<file path="config.mk">
export PLATFORM = sky130hd
export DESIGN_NAME = smm_ctrl
export DESIGN_NICKNAME = d
export VERILOG_FILES = /design/src/rtl/smm_pkg.sv /design/src/rtl/smm_ctrl.sv
export SDC_FILE = /design/constraint.sdc
export NUM_CORES = 1
export LEC_CHECK = 0
export BUFFER_PORTS_ARGS = -buffer_cell sky130_fd_sc_hd__buf_4
export CAP_MARGIN = 20
export CORE_ASPECT_RATIO = 0.7
export CORE_MARGIN = 4
export CORE_UTILIZATION = 55
export CTS_BUF_LIST = sky130_fd_sc_hd__clkbuf_8
export DETAILED_ROUTE_END_ITERATION = 12
export PLACE_DENSITY_LB_ADDON = 0.2
export SLEW_MARGIN = 20
export SYNTH_ARGS = -nofsm -noshare
export SYNTH_HDL_FRONTEND = slang
export SYNTH_SLANG_ARGS = --single-unit
</file>
<file path="constraint.sdc">
create_clock -name i_clk -period 2.7 [get_ports i_clk]
set_clock_uncertainty 0.05 [all_clocks]
set_input_delay 0.405 -clock i_clk [delete_from_list [all_inputs] [get_ports i_clk]]
set_output_delay 0.405 -clock i_clk [all_outputs]
set_load 0.05 [all_outputs]
</file>
<file path="src/rtl/smm_pkg.sv">
`default_nettype none
package smm_pkg;
    localparam int DEF_ARRAY_ROWS = 8;
    localparam int DEF_ARRAY_COLS = 8;
    localparam int DEF_INNER_MAX  = 16;
    localparam int DEF_DATA_WIDTH = 32;

    localparam int REQ_W       = 2;
    localparam int IDX_W       = 4;
    localparam int VALUE_W     = 32;
    localparam int OUT_IDX_W   = 3;
    localparam int SUM_W       = 32;
    localparam int CFG_IDX_W   = 2;
    localparam int CFG_DATA_W  = 32;
    localparam int ROWS_CFG_W  = 4;
    localparam int INNER_CFG_W = 5;
    localparam int COLS_CFG_W  = 4;

    localparam logic [ROWS_CFG_W-1:0]  ROWS_RESET  = 4'd8;
    localparam logic [INNER_CFG_W-1:0] INNER_RESET = 5'd16;
    localparam logic [COLS_CFG_W-1:0]  COLS_RESET  = 4'd8;

    localparam logic [REQ_W-1:0] REQ_WR_A = 2'd0;
    localparam logic [REQ_W-1:0] REQ_WR_B = 2'd1;
    localparam logic [REQ_W-1:0] REQ_RUN  = 2'd2;

    localparam logic [CFG_IDX_W-1:0] CFG_ROWS  = 2'd0;
    localparam logic [CFG_IDX_W-1:0] CFG_INNER = 2'd1;
    localparam logic [CFG_IDX_W-1:0] CFG_COLS  = 2'd2;

    localparam int DRAIN_CYCLES = 2;

    typedef enum logic [2:0] {
        ST_IDLE,
        ST_CLEAR,
        ST_RUN,
        ST_DRAIN,
        ST_EMIT
    } t_state;

    typedef struct packed {
        logic clear;
        logic feed;
        logic wr_a;
        logic wr_b;
        logic emit;
        logic emit_last;
    } t_cmd;
endpackage
`default_nettype wire

</file>
<file path="src/rtl/smm_ctrl.sv">
`default_nettype none
module smm_ctrl #(
    parameter int ARRAY_ROWS = smm_pkg::DEF_ARRAY_ROWS,
    parameter int ARRAY_COLS = smm_pkg::DEF_ARRAY_COLS,
    parameter int INNER_MAX  = smm_pkg::DEF_INNER_MAX,
    localparam int SW = $clog2(INNER_MAX + ARRAY_ROWS + ARRAY_COLS - 1),
    localparam int NW = $clog2(INNER_MAX + 1),
    localparam int RW = (ARRAY_ROWS > 1) ? $clog2(ARRAY_ROWS) : 1,
    localparam int CW = (ARRAY_COLS > 1) ? $clog2(ARRAY_COLS) : 1
) (
    input  wire logic                          i_clk,
    input  wire logic                          i_rst_n,
    input  wire logic                          i_in_valid,
    output logic                               o_in_ready,
    input  wire logic [smm_pkg::REQ_W-1:0]     i_req_type,
    output logic                               o_out_valid,
    input  wire logic                          i_out_ready,
    input  wire logic                          i_cfg_valid,
    output logic                               o_cfg_ready,
    input  wire logic [smm_pkg::CFG_IDX_W-1:0] i_cfg_index,
    input  wire logic [smm_pkg::CFG_DATA_W-1:0] i_cfg_data,
    output smm_pkg::t_cmd                      o_cmd,
    output logic      [SW-1:0]                 o_step,
    output logic      [NW-1:0]                 o_n,
    output logic      [RW-1:0]                 o_erow,
    output logic      [CW-1:0]                 o_ecol
);
    import smm_pkg::*;

    localparam int MW = $clog2(ARRAY_ROWS + 1);
    localparam int PW = $clog2(ARRAY_COLS + 1);

    t_state                 r_state, n_state;
    logic [ROWS_CFG_W-1:0]  r_cfg_rows;
    logic [INNER_CFG_W-1:0] r_cfg_inner;
    logic [COLS_CFG_W-1:0]  r_cfg_cols;
    logic [MW-1:0]          r_m, n_m;
    logic [NW-1:0]          r_n, n_n;
    logic [PW-1:0]          r_p, n_p;
    logic [SW-1:0]          r_step, n_step;
    logic [SW-1:0]          r_last_step, n_last_step;
    logic                   r_drain, n_drain;
    logic [RW-1:0]          r_erow, n_erow;
    logic [CW-1:0]          r_ecol, n_ecol;
    logic                   r_out_valid, n_out_valid;
    logic                   w_row_end;
    logic                   w_col_end;

    assign o_cfg_ready = 1'b1;

    always_ff @(posedge i_clk) begin
        if (!i_rst_n) begin
            r_state     <= ST_IDLE;
            r_cfg_rows  <= ROWS_RESET;
            r_cfg_inner <= INNER_RESET;
            r_cfg_cols  <= COLS_RESET;
            r_out_valid <= 1'b0;
            r_step      <= '0;
            r_last_step <= '0;
            r_drain     <= 1'b0;
            r_erow      <= '0;
            r_ecol      <= '0;
            r_m         <= MW'(1);
            r_n         <= NW'(1);
            r_p         <= PW'(1);
        end else begin
            r_state     <= n_state;
            r_out_valid <= n_out_valid;
            r_step      <= n_step;
            r_last_step <= n_last_step;
            r_drain     <= n_drain;
            r_erow      <= n_erow;
            r_ecol      <= n_ecol;
            r_m         <= n_m;
            r_n         <= n_n;
            r_p         <= n_p;
            if (i_cfg_valid) begin
                unique case (i_cfg_index)
                    CFG_ROWS:  r_cfg_rows  <= i_cfg_data[ROWS_CFG_W-1:0];
                    CFG_INNER: r_cfg_inner <= i_cfg_data[INNER_CFG_W-1:0];
                    CFG_COLS:  r_cfg_cols  <= i_cfg_data[COLS_CFG_W-1:0];
                    default: begin
                    end
                endcase
            end
        end
    end

    assign w_row_end = (MW'(r_erow) == r_m - MW'(1));
    assign w_col_end = (PW'(r_ecol) == r_p - PW'(1));

    always_comb begin
        n_state     = r_state;
        n_m         = r_m;
        n_n         = r_n;
        n_p         = r_p;
        n_step      = r_step;
        n_last_step = r_last_step;
        n_drain     = r_drain;
        n_erow      = r_erow;
        n_ecol      = r_ecol;
        n_out_valid = r_out_valid && !i_out_ready;
        o_cmd       = '0;
        o_in_ready  = (r_state == ST_IDLE);

        unique case (r_state)
            ST_IDLE: begin
                if (i_in_valid) begin
                    unique case (i_req_type)
                        REQ_WR_A: o_cmd.wr_a = 1'b1;
                        REQ_WR_B: o_cmd.wr_b = 1'b1;
                        REQ_RUN: begin
                            n_state = ST_CLEAR;
                            n_m = (r_cfg_rows == '0) ? MW'(1) :
                                  ((32'(r_cfg_rows) > ARRAY_ROWS) ? MW'(ARRAY_ROWS) :
                                   MW'(r_cfg_rows));
                            n_n = (r_cfg_inner == '0) ? NW'(1) :
                                  ((32'(r_cfg_inner) > INNER_MAX) ? NW'(INNER_MAX) :
                                   NW'(r_cfg_inner));
                            n_p = (r_cfg_cols == '0) ? PW'(1) :
                                  ((32'(r_cfg_cols) > ARRAY_COLS) ? PW'(ARRAY_COLS) :
                                   PW'(r_cfg_cols));
                        end
                        default: begin
                        end
                    endcase
                end
            end
            ST_CLEAR: begin
                o_cmd.clear = 1'b1;
                n_step      = '0;
                n_last_step = SW'(r_n) + SW'(r_m) + SW'(r_p) - SW'(3);
                n_state     = ST_RUN;
            end
            ST_RUN: begin
                o_cmd.feed = 1'b1;
                if (r_step == r_last_step) begin
                    n_state = ST_DRAIN;
                    n_drain = 1'b0;
                end else begin
                    n_step = r_step + SW'(1);
                end
            end
            ST_DRAIN: begin
                if (r_drain == 1'(DRAIN_CYCLES - 1)) begin
                    n_state = ST_EMIT;
                    n_erow  = '0;
                    n_ecol  = '0;
                end else begin
                    n_drain = 1'b1;
                end
            end
            ST_EMIT: begin
                if (!r_out_valid || i_out_ready) begin
                    o_cmd.emit      = 1'b1;
                    o_cmd.emit_last = w_row_end && w_col_end;
                    n_out_valid     = 1'b1;
                    if (w_col_end) begin
                        n_ecol = '0;
                        if (w_row_end) begin
                            n_state = ST_IDLE;
                        end else begin
                            n_erow = r_erow + RW'(1);
                        end
                    end else begin
                        n_ecol = r_ecol + CW'(1);
                    end
                end
            end
            default: n_state = ST_IDLE;
        endcase
    end

    assign o_out_valid = r_out_valid;
    assign o_step      = r_step;
    assign o_n         = r_n;
    assign o_erow      = r_erow;
    assign o_ecol      = r_ecol;
endmodule
`default_nettype wire

</file>
==> results_dict.tcl <==
set metrics [dict create \
    final_common_cell "dfxtp_1" \
    placed_cell_area_um2 2910 \
    wirelength_um 5530 \
    drc 0 \
    synth_top_area_share_pct 36.0 \
    synthFlopType "dfxtp_1" \
    start_kind "flop" \
    path_max_fanout 5 \
    end_kind "output port" \
    cts_max_level 2 \
    grt_use_met2_pct 32.3 \
    port-buffer-count 37 \
    diodes 0 \
    dr.pass1.iters 4 \
    final_cell_count_no_fill 372 \
    async_flop_share_pct 0 \
    yosysSeqAreaShare_pct 36.0 \
    cap_viol_max_count 0 \
    viasPerCell 5.61 \
    grt_busiest_layer "met2" \
    drive_gt1_share_pct 20.5 \
    cts_root_buf "clkbuf_8" \
    grt_pass1_wl_um 9540 \
    ios 66 \
    cts_tree "yes" \
    syn2layout_area_growth_pct 16.4 \
    synth_cell_types 58 \
    syn_area_um2 2610 \
    drt_iter0_drc 144 \
    die_h_um 65.6 \
    setup_violations 0 \
    ys_seq_elements 47 \
    avgSynthCellArea_um2 9.26 \
    worst-endpoint-required_ns 2.25 \
    timing.final.ws_setup_ns 0.119 \
    clkSlewWorstSetupHoldPaths_ns 0.08 \
    die_w_um 90.3 \
    cts_hold_buffers 0 \
    synthTopCellsByArea "dfxtp_1 (36%), ha_1 (6.2%), nand2_1 (5.2%)" \
    antenna_left 0 \
    max_slew_margin_pct 64.4 \
    grt_remaining_overflow 0 \
    irDropWorstVdd_mv 0.389 \
    final_cell_mix "dfxtp_1 (45), buf_4 (39), nand2_1 (36)" \
    antenna_found_initial 0 \
    dp_hpwl_um 4120 \
    start_util_pct 58.6 \
    dp_slack_ns 0.270 \
    worstMarginPinSlew_ns 0.533 \
    grt_max_degree 49 \
    fillCellCount 360 \
    rows 20 \
    period_share_pct 95.6 \
    nets 374 \
    yosysWarnings 0 \
    gp_congestion 0.779 \
    powerDensity_nw_per_um2 490 \
    syn_inst 282 \
    first_global_vias 2051 \
    use_met3_pct 4.69 \
    tns_ns 0 \
    dp_cells 364 \
    core_um2 4450 \
    synth_nets 340 \
    status "finished, final reports clean" \
    rsz0062_at_grt "false" \
    finalHoldViolCount 0 \
    worstPathArrival_ns 2.13 \
    period_minus_slack_ns 2.58 \
    clockBufferDepth 2 \
    clk_latency_ns 0.30 \
    cts.sinks 47 \
    cts_setup_buffers 0 \
    fin_area_um2 3040 \
    power.leakage_nw 1.33 \
    synth_edf_count 0 \
    cts_made_buffers 5 \
    slew_violations 0 \
    die_area_um2 5930 \
    worstSetupPathType "flop to output port" \
    grt.total_usage_pct 20.0 \
    wl_per_cell_um 14.9 \
    synth_top_cell_by_area "dfxtp_1" \
    num_vias 2086 \
    fmax_mhz 387 \
    hp-class "primary input to flop" \
    use_met1_pct 26.7 \
]
[per-layer routing]
metal	vias up	share of wire [%]
met4	0	1.1
li1	1054	-
met5	-	0
met3	6	4.7
met1	988	51
met2	38	43
[worst paths after layout]
path,from,endpoint,slack (ns),cells after the start
setup / recovery,r_p[0],o_cmd[0],0.12,7
hold / removal,i_cfg_data[4],r_cfg_inner[4],0.27,3
setup reg to reg,r_m[1],r_last_step[4],0.26,8
hold reg to reg,r_last_step[0],r_last_step[0],0.42,2
[synth_stat cells (2+ instances only)]
library cell	count
nand2b_1	3
nor2_1	8
nor2b_1	11
and3_1	5
clkbuf_1	5
ha_1	13
or4_1	2
inv_1	19
buf_4	2
o22ai_1	2
a21oi_1	4
o221ai_1	2
nand4_1	2
o311ai_2	2
inv_2	2
o211a_1	3
or3_4	2
xnor2_1	13
o21ai_0	3
nand3_1	3
dfxtp_1	47
o31ai_1	4
xor2_1	4
o21a_1	4
fa_1	4
nor3_1	5
a21boi_1	14
nand3b_1	10
mux2i_1	13
and2_1	2
a21o_1	2
o211ai_1	4
buf_6	3
nand2_1	36
[repair_timing]
item,4_1_cts,5_1_grt
pin swaps,0,0
gates resized for setup,2,2
setup endpoints to repair,1,1
[cells by family after synthesis]
group / share of synthesized area, %
compound gates: 16.9
xor+xnor: 5.70
fa+ha+maj: 9.30
buf+inv: 5.94
flops: 36.0
mux: 5.42
other cells: 0.144
simple gates: 20.6
[cell type report]
type	instances	area, um2	share of cell area [%]
flip-flops and latches	47	943	31.0
repair buffers	39	293	9.63
multi-input cells	202	1540	50.6
inverters	21	78.8	2.59
well taps	55	68.8	2.26
clock inverters	2	35.0	1.15
clock buffers	6	82.6	2.72
[worst max-delay path, cell delays in order (launching register included)]
cell	delay [ns]
dfxtp_2	0.41
inv_1	0.10
ha_1	0.32
xnor2_1	0.14
nor3_2	0.24
o21ai_0	0.20
nor4_2	0.18
buf_4	0.24
[report_power, final]
group,switching (mW),internal (mW)
Sequential,0.0190,0.711
Combinational,0.129,0.0936
Clock,0.237,0.300
[sequential cells by signal, summed over array words and instances (netlist names)]
signal and count:
o_n 5, o_step 5, r_cfg_inner 5, r_last_step 5, r_cfg_cols 4, r_cfg_rows 4
r_m 4, r_p 4, o_ecol 3, o_erow 3, r_state 3, o_out_valid 1
r_drain 1
[metrics by stage]
step	utilization, %	total power [mW]	hold slack, ns
after global placement	65.3	0.956	0.404
final	68.2	1.49	0.267
after global routing	68.2	1.55	0.283
after detailed placement	65.3	0.964	0.417
after floorplan	-	0.904	0.393
after CTS	68.1	1.49	0.266
Note: power is estimated with default switching activity, not from simulation.
